[src/rtl/ocu_pkg.sv]
// ----------------------------------------------------------------------------
// Orbit camera update package
// Shared widths, constants, operation codes, payload types and helpers.
// ----------------------------------------------------------------------------
package ocu_pkg;

   localparam int FRAC_BITS    = 16;
   localparam int CORDIC_STEPS = 24;
   localparam int ANG_BITS     = 30;
   localparam int Q_SHIFT      = ANG_BITS - FRAC_BITS;
   // Angle word: a full 32-bit amount scaled to angle format, plus headroom.
   localparam int ANG_W        = 32 + Q_SHIFT + 2;
   // Quotient bits needed to reduce an angle word modulo two pi.
   localparam int WRAP_STEPS   = ANG_W - 33;
   localparam int WK_W         = $clog2(WRAP_STEPS);
   localparam int CW           = 40;
   localparam int STEP_W       = 5;
   localparam int MA_W         = 42;
   localparam int MB_W         = 34;
   localparam int MO_W         = 44;

   localparam logic signed [ANG_W-1:0] PI_A      = ANG_W'(64'sd3373259426);
   localparam logic signed [ANG_W-1:0] HALF_PI_A = ANG_W'(64'sd1686629713);
   localparam logic signed [ANG_W-1:0] TWO_PI_A  = ANG_W'(64'sd6746518852);
   localparam logic signed [CW-1:0]    KINV_A    = CW'(64'sd652032874);

   localparam logic [2:0] OP_SET_VIEW = 3'd0;
   localparam logic [2:0] OP_MOVE     = 3'd1;
   localparam logic [2:0] OP_ROT_EL   = 3'd2;
   localparam logic [2:0] OP_ROT_AZ   = 3'd3;
   localparam logic [2:0] OP_ZOOM     = 3'd4;

   typedef struct packed {
      logic [2:0]         operation;
      logic               absolute;
      logic signed [31:0] amount;
      logic signed [31:0] vec_a_x;
      logic signed [31:0] vec_a_y;
      logic signed [31:0] vec_a_z;
      logic signed [31:0] vec_b_x;
      logic signed [31:0] vec_b_y;
      logic signed [31:0] vec_b_z;
      logic signed [31:0] vec_c_x;
      logic signed [31:0] vec_c_y;
      logic signed [31:0] vec_c_z;
   } ocu_req_type;

   typedef struct packed {
      logic signed [31:0] eye_out_x;
      logic signed [31:0] eye_out_y;
      logic signed [31:0] eye_out_z;
      logic signed [31:0] target_out_x;
      logic signed [31:0] target_out_y;
      logic signed [31:0] target_out_z;
      logic signed [31:0] up_out_x;
      logic signed [31:0] up_out_y;
      logic signed [31:0] up_out_z;
      logic [30:0]        distance_out;
   } ocu_rsp_type;

   typedef struct packed {
      logic busy;
      logic done;
   } ocu_unit_status_type;

   typedef enum logic [4:0] {
      ST_IDLE, ST_VEC_A, ST_MAG_A, ST_VEC_B, ST_MAG_B, ST_APPLY,
      ST_WRAP_AZ, ST_ROT_AZ, ST_WRAP_EL, ST_ROT_EL,
      ST_MUL_RAD, ST_MUL_EX, ST_MUL_EY, ST_MUL_EZ, ST_MUL_UX, ST_MUL_UY,
      ST_UPDATE, ST_FINISH
   } ocu_state_type;

   function automatic logic [31:0] atan_entry(input logic [STEP_W-1:0] i);
      logic [31:0] r;
      case (i)
         5'd0:    r = 32'h3243F6A8;
         5'd1:    r = 32'h1DAC6705;
         5'd2:    r = 32'h0FADBAFC;
         5'd3:    r = 32'h07F56EA6;
         5'd4:    r = 32'h03FEAB76;
         5'd5:    r = 32'h01FFD55B;
         5'd6:    r = 32'h00FFFAAA;
         5'd7:    r = 32'h007FFF55;
         5'd8:    r = 32'h003FFFEA;
         5'd9:    r = 32'h001FFFFD;
         5'd10:   r = 32'h000FFFFF;
         5'd11:   r = 32'h0007FFFF;
         5'd12:   r = 32'h0003FFFF;
         5'd13:   r = 32'h0001FFFF;
         5'd14:   r = 32'h0000FFFF;
         5'd15:   r = 32'h00007FFF;
         5'd16:   r = 32'h00003FFF;
         5'd17:   r = 32'h00001FFF;
         5'd18:   r = 32'h00000FFF;
         5'd19:   r = 32'h000007FF;
         5'd20:   r = 32'h000003FF;
         5'd21:   r = 32'h000001FF;
         5'd22:   r = 32'h000000FF;
         5'd23:   r = 32'h0000007F;
         5'd24:   r = 32'h0000003F;
         5'd25:   r = 32'h0000001F;
         5'd26:   r = 32'h0000000F;
         5'd27:   r = 32'h00000008;
         5'd28:   r = 32'h00000004;
         5'd29:   r = 32'h00000002;
         5'd30:   r = 32'h00000001;
         default: r = 32'h00000000;
      endcase
      return r;
   endfunction

   function automatic logic signed [31:0] sat32(input logic signed [MO_W:0] v);
      logic signed [31:0] r;
      if (v > (MO_W+1)'(64'sd2147483647)) begin
         r = 32'sh7FFFFFFF;
      end else if (v < -(MO_W+1)'(64'sd2147483648)) begin
         r = 32'sh80000000;
      end else begin
         r = v[31:0];
      end
      return r;
   endfunction

   // Angle-format value to position format, rounding toward minus infinity.
   function automatic logic signed [31:0] to_q(input logic signed [MO_W-1:0] v);
      logic signed [MO_W-1:0] s;
      s = v >>> Q_SHIFT;
      return sat32((MO_W+1)'(s));
   endfunction

endpackage

[src/rtl/ocu_mul.sv]
// ----------------------------------------------------------------------------
// Orbit camera fixed-point multiplier
// Sign-magnitude product scaled by 2^-30, truncated toward zero, in two
// partial products.
// ----------------------------------------------------------------------------
module ocu_mul import ocu_pkg::*; (
   input  logic                   clock,
   input  logic                   reset,
   input  logic                   start,
   input  logic signed [MA_W-1:0] a,
   input  logic signed [MB_W-1:0] b,
   output logic signed [MO_W-1:0] p,
   output ocu_unit_status_type    status
);

   localparam int LO_W   = 20;
   localparam int HI_W   = MA_W - LO_W;
   localparam int PROD_W = HI_W + MB_W;
   localparam int ACC_W  = MA_W + MB_W;

   logic [MA_W-1:0]   ua_ff, ua_in;
   logic [MB_W-1:0]   ub_ff, ub_in;
   logic              negp_ff, negp_in;
   logic [PROD_W-1:0] prod_ff, prod_in;
   logic [ACC_W-1:0]  acc_ff, acc_in;
   logic [1:0]        phase_ff, phase_in;
   logic              busy_ff, busy_in, done_ff, done_in;
   logic [ACC_W-ANG_BITS-1:0] mag;

   always_comb begin
      ua_in    = ua_ff;
      ub_in    = ub_ff;
      negp_in  = negp_ff;
      prod_in  = prod_ff;
      acc_in   = acc_ff;
      phase_in = phase_ff;
      busy_in  = busy_ff;
      done_in  = 1'b0;
      if (start && !busy_ff) begin
         ua_in    = a[MA_W-1] ? MA_W'(-a) : MA_W'(a);
         ub_in    = b[MB_W-1] ? MB_W'(-b) : MB_W'(b);
         negp_in  = a[MA_W-1] ^ b[MB_W-1];
         phase_in = 2'd0;
         busy_in  = 1'b1;
      end else if (busy_ff) begin
         case (phase_ff)
            2'd0: begin
               prod_in  = PROD_W'(ua_ff[LO_W-1:0]) * PROD_W'(ub_ff);
               phase_in = 2'd1;
            end
            2'd1: begin
               acc_in   = ACC_W'(prod_ff);
               prod_in  = PROD_W'(ua_ff[MA_W-1:LO_W]) * PROD_W'(ub_ff);
               phase_in = 2'd2;
            end
            default: begin
               acc_in  = acc_ff + (ACC_W'(prod_ff) << LO_W);
               busy_in = 1'b0;
               done_in = 1'b1;
            end
         endcase
      end
   end

   always_ff @(posedge clock) begin
      if (reset) begin
         busy_ff <= 1'b0;
         done_ff <= 1'b0;
      end else begin
         busy_ff <= busy_in;
         done_ff <= done_in;
      end
      ua_ff    <= ua_in;
      ub_ff    <= ub_in;
      negp_ff  <= negp_in;
      prod_ff  <= prod_in;
      acc_ff   <= acc_in;
      phase_ff <= phase_in;
   end

   assign mag         = acc_ff[ACC_W-1:ANG_BITS];
   assign p           = negp_ff ? -$signed(MO_W'(mag)) : $signed(MO_W'(mag));
   assign status.busy = busy_ff;
   assign status.done = done_ff;

endmodule

[config.mk]
export PLATFORM = sky130hd
export DESIGN_NAME = ocu_mul
export DESIGN_NICKNAME = d
export VERILOG_FILES = /design/src/rtl/ocu_pkg.sv /design/src/rtl/ocu_mul.sv
export SDC_FILE = /design/constraint.sdc
export NUM_CORES = 2
export LEC_CHECK = 0
export ABC_AREA = 1
export BUFFER_PORTS_ARGS = -buffer_cell sky130_fd_sc_hd__clkbuf_2
export CORE_MARGIN = 2
export CORE_UTILIZATION = 50
export CTS_BUF_LIST = sky130_fd_sc_hd__clkbuf_8 sky130_fd_sc_hd__clkbuf_16
export DETAILED_ROUTE_END_ITERATION = 10
export PLACE_DENSITY = 0.77
export SLEW_MARGIN = 20
export SYNTH_ARGS = -nofsm -noshare
export SYNTH_HDL_FRONTEND = slang
export SYNTH_SLANG_ARGS = --single-unit
[constraint.sdc]
create_clock -name clock -period 10.2 [get_ports clock]
set_clock_uncertainty 0.05 [all_clocks]
set_input_delay 1.02 -clock clock [delete_from_list [all_inputs] [get_ports clock]]
set_output_delay 1.02 -clock clock [all_outputs]
set_load 0.05 [all_outputs]
## After elaboration in Yosys (flattened, before gate mapping)

Cells that the tools add are included.

- Mux-type cells: 10
- Equality and inequality tests: 1
- Bitwise gates (word level): 4
- Reductions and logical operators: 9
- Add/subtract/negate cells: 4
- $mul: 2

Operator list:

| cell | count |
|---|---|
| 76-bit case mux with 2 select lines | 1 |
| 56-bit case mux with 2 select lines | 1 |
| 76-bit adder | 1 |
| 22-bit by 34-bit multiplier with 56-bit output | 1 |
| 20-bit by 34-bit multiplier with 54-bit output | 1 |
| 44-bit two-way mux | 1 |
| 44-bit negator | 1 |
| 42-bit negator | 1 |
| 41-bit two-way mux | 1 |
| 34-bit negator | 1 |
| 33-bit two-way mux | 1 |
| 3-bit AND reduction | 2 |
| 1-bit two-way mux | 4 |
| 2-bit case mux with 2 select lines | 1 |
| 1-bit inverter | 3 |
| 3-bit OR reduction | 1 |
| 2-bit by 1-bit == test with 1-bit output (second input constant) | 1 |
| 2-bit zero test | 1 |
| 2-bit AND reduction | 1 |
| 2-bit nonzero test | 1 |
| 2-bit OR reduction | 1 |
| 1-bit logical AND | 1 |
| 1-bit zero test | 1 |
| 1-bit XOR | 1 |

- Input bits: 79
- Bits in registers: 213
- Output and inout bits: 46
- Word-level logic and storage cells: 40

## Depth between registers and ports, before layout

- Depth after elaboration: 5
- Gate-level depth with buffers: 32
- Depth with buffers taken out: 30

## Least setup slack after synthesis

Ideal clock, no wire load.

- Path type: register to register
- From: register ua_ff[5]
- To: register prod_ff[50] (data pin)
- Clock period less this slack: 6.091 ns
- Setup slack: 4.109 ns
- Setup time: 0.254 ns
- Buffers on the path: 2
- Data required time: 9.896 ns
- Arrival time: 5.788 ns
- Cell stages (with the launch flop): 28
- Cell sequence: edfxtp_1 -> clkbuf_1 -> clkbuf_1 -> nand2_1 -> fa_1 -> inv_1 -> fa_1 -> inv_1 -> fa_1 -> inv_1 -> fa_1 -> fa_1 -> fa_1 -> inv_1 -> fa_1 -> inv_1 -> ha_1 -> nand2_1 -> nor2_1 -> inv_1 -> nor2_1 -> nand2_1 -> nor3_1 -> nand2_1 -> nand3_1 -> nand2_1 -> nand3_1 -> nand2_1

- Cells in the longest elaborated chain, start to end: 2

Ends and longest elaborated chain:

| item | line | source |
|---|---|---|
| from (decl) | ocu_mul.sv:21 | `logic [MA_W-1:0] ua_ff, ua_in;` |
| from (signal assigned) | ocu_mul.sv:73 | `ua_ff <= ua_in;` |
| 20-bit by 34-bit multiplier with 54-bit output | ocu_mul.sv:48 | `prod_in = PROD_W'(ua_ff[LO_W-1:0]) * PROD_W'(ub_ff);` |
| 56-bit case mux with 2 select lines | ocu_mul.sv:46 | `case (phase_ff)` |
| to (signal assigned) | ocu_mul.sv:76 | `prod_ff <= prod_in;` |
| to (decl) | ocu_mul.sv:24 | `logic [PROD_W-1:0] prod_ff, prod_in;` |

No other way between the ends.
A chain may end at the register's enable or synchronous reset.

## Worst setup path in the final report

- From: register ub_ff[11]
- To: register prod_ff[23] (data pin)

- Cells in the longest elaborated chain, start to end: 2
- Elaborated cells between the ends (all ways): 3
- Those cells by class: mul: 2; mux: 1

Ends and longest elaborated chain:

| item | line | source |
|---|---|---|
| from (decl) | ocu_mul.sv:22 | `logic [MB_W-1:0] ub_ff, ub_in;` |
| from (signal assigned) | ocu_mul.sv:74 | `ub_ff <= ub_in;` |
| 22-bit by 34-bit multiplier with 56-bit output / 20-bit by 34-bit multiplier with 54-bit output (equally long branches) | ocu_mul.sv:53, ocu_mul.sv:48 |  |
| 56-bit case mux with 2 select lines * | ocu_mul.sv:46 |  |

Mark *: on every way between the ends. The rest lies on a longest branch, timed or not.

==> results.py <==
metrics = {
    "status": {
        "status": "complete, no violations",
    },
    "synthesis": {
        "synth_area_sq_mm": 0.0641,
        "yosysWarnings": 0,
        "yosysTopAreaCellShare_pct": 37.8,
        "synth.net_count": 10700,
        "syn_avg_cell_area_sq_um": 7.13,
        "synth_top_flop_cell": "edfxtp_1",
        "synth_cell_types": 48,
        "ys_seq_elements": 191,
        "synth_edf_count": 187,
        "ys_seq_area_share_pct": 8.88,
        "yosysTopAreaCell": "fa_1",
        "synth.area.top_cells": "fa_1, nand2_1, inv_1",
        "async_reset_ff_share_pct": 0,
        "syn_inst": 8996,
    },
    "clocking": {
        "numCtsBuffers": 17,
        "ctsHoldBuffers": 0,
        "clk_pin_slew_ns": 0.11,
        "clk_latency_ns": 0.53,
        "cts_resized": 0,
        "clockBufferDepth": 2,
        "cts_sinks": 191,
        "cts-root-buf": "clkbuf_16",
        "cts_setup_buffers": 0,
        "h-tree-depth": 4,
        "cts_tree": "yes",
    },
    "placement": {
        "post-place-ws_ns": 2.16,
        "routabilityCongestion": 1.05,
        "port_buffers": 124,
        "dp_hpwl_mm": 164,
    },
    "die": {
        "dieArea_sq_mm": 0.131,
        "dieHeight_um": 362,
        "fp.dieW_um": 362,
        "initial_core_util_pct": 50.3,
        "io_pins": 125,
        "core-area_sq_mm": 0.127,
        "rows": 131,
    },
    "setup_path": {
        "cp-endpoint": "prod_ff[23]",
        "critPathKind": "flip-flop to flip-flop",
        "worstRegToRegCells": 22,
        "r2r_setup_slack_ns": 1.97,
        "path_max_fanout": 24,
        "crit_path_start_kind": "flip-flop",
        "critPathLaunch": "ub_ff[11]",
        "end_kind": "flip-flop",
        "timing.rr.end": "prod_ff[23]",
        "required_ns": 10.32,
        "timing.rr.start": "ub_ff[11]",
        "crit_arrival_ns": 8.35,
    },
    "final_layout": {
        "n_fill_cell": 12200,
        "syn_to_final_growth_pct": 3.97,
        "drive_gt1_share_pct": 3.54,
        "num_antenna_cells": 0,
        "num-nets-final": 10500,
    },
    "grt": {
        "grt_pass1_vias": 58400,
        "grt_usage_pct": 32.4,
        "grt_max_degree": 77,
        "grt_remaining_overflow": 0,
        "antenna_found_initial": 2,
        "grt_pass1_wl_mm": 326,
    },
    "routing": {
        "viasPerCell": 5.28,
        "first_pass_iters": 6,
        "drc": 0,
        "top_layer": "met5",
        "drtIter0Drc": 5024,
        "wl_mm": 207,
        "met1_length_mm": 81.5,
        "wl_met3_mm": 21.5,
        "route.met2.wl_mm": 92.9,
        "final_antenna_net_count": 0,
        "route.vias.total": 55600,
        "avgRoutedWirePerCell_um": 19.7,
    },
    "timing": {
        "rsz0062_at_grt": "false",
        "worstMarginPinSlew_ns": 1.24,
        "finalCritPeriodShare_pct": 80.7,
        "setup_viol": 0,
        "finalWorstSetupSlack_ns": 1.97,
        "slew_headroom_pct": 17.4,
        "min_period_ns": 8.23,
        "fmax_mhz": 122,
        "slew_violations": 0,
        "finalHoldViolCount": 0,
        "fin_setup_tns_ns": 0,
    },
    "min_path": {
        "hold_class": "flip-flop to flip-flop",
    },
    "run": {
        "maxCapViolations": 0,
    },
}
==> sequential cells by signal, indices dropped and copies added (netlist names) <==
signal,flops
phase_ff,2
done_ff,1
ub_ff,34
negp_ff,1
prod_ff,56
busy_ff,1
ua_ff,42
acc_ff,54
==> layout make-up <==
cell class,count,area [sq um],share of cell area [%]
multi-input cells,5879,47400,71.2
inverters,2550,9570,14.4
flip-flops and latches,191,5700,8.54
well taps,1662,2080,3.12
repair buffers,214,1320,1.99
clock buffers,17,425,0.638
clock inverters,14,130,0.195
==> synthesized netlist by cell type, types with 17 or more instances <==
| master | count |
|---|---|
| nand2_1 | 2900 |
| inv_1 | 2537 |
| fa_1 | 1210 |
| nor2_1 | 421 |
| ha_1 | 391 |
| clkbuf_1 | 358 |
| nand3_1 | 235 |
| edfxtp_1 | 187 |
| a21oi_1 | 179 |
| xor2_1 | 111 |
| o21ai_0 | 109 |
| nand4_1 | 60 |
| nor3_1 | 46 |
| xnor2_1 | 35 |
| nand3b_1 | 26 |
| o21ai_1 | 19 |
| o21bai_1 | 19 |
| nor2_2 | 17 |
==> metal layers <==
metal  vias to the layer above  global-route usage (%)
met2                      3097                    52.1
met3                       601                    6.24
met1                     26500                    42.4
met5                         -                       0
li1                      25300                       -
met4                         2                    15.2
==> cell usage in the layout (no fill, tap or decap), drive strengths merged, types with 5 or more instances in the layout <==
master	instances
nand2	2907
inv	2555
fa	1210
nor2	442
ha	391
nand3	238
edfxtp	187
a21oi	179
clkbuf	141
o21ai	130
xor2	111
buf	90
nand4	61
nor3	58
xnor2	35
nand3b	26
or2	20
o21bai	19
nor4	15
and2	9
clkinv	9
a31oi	5
==> worst min path at each step <==
stage                      startpoint           to  slack [ns]  cells past startpoint
final                     phase_ff[0]  phase_ff[0]        0.50                      2
after floorplan           phase_ff[1]      done_ff        0.42                      2
after detailed placement  phase_ff[0]  phase_ff[0]        0.48                      2
after CTS                 phase_ff[0]  phase_ff[0]        0.50                      2
after global placement    phase_ff[0]  phase_ff[0]        0.48                      2
after global routing      phase_ff[0]  phase_ff[0]        0.58                      2
==> critical path, cell delays in order (launching register included) <==
cell and delay [ns]:
edfxtp_1 0.98, buf_4 0.56, nand2_1 0.17, fa_1 0.57
inv_1 0.05, fa_1 0.48, fa_1 0.56, fa_1 0.44
fa_1 0.47, fa_1 0.58, inv_1 0.09, fa_1 0.48
inv_1 0.04, ha_1 0.38, nand2_1 0.12, nor2_1 0.14
inv_1 0.12, nor3_2 0.31, nand3_1 0.18, nand2_1 0.18
a21oi_1 0.08, o21ai_0 0.39, o21ai_0 0.41
==> metrics by stage <==
step	area (sq um)	hold slack, ns	instances	utilization, %
CTS	66600	0.502	10500	52.3
global route	66700	0.576	10500	52.3
finish	66700	0.499	10500	52.3
detailed placement	66100	0.482	10500	51.9
global placement	66100	0.479	10500	51.9
floorplan	64100	0.419	8996	-
==> logic make-up (layout without fill, tap and decap cells) <==
group                    Yosys count  in the layout  synth area share (%)
AND/OR/NAND/NOR                 3778           3778                  23.6
adder cells (fa/ha/maj)         1601           1601                  45.4
flip-flops                       191            191                  8.88
buffers and inverters           2926           2795                  17.2
AO/OA/AOI/OAI                    354            354                  2.95
XOR/XNOR                         146            146                  1.99
Power is not shown: default switching activity piles up to over one toggle a cycle in this logic, so the estimate is an artifact.
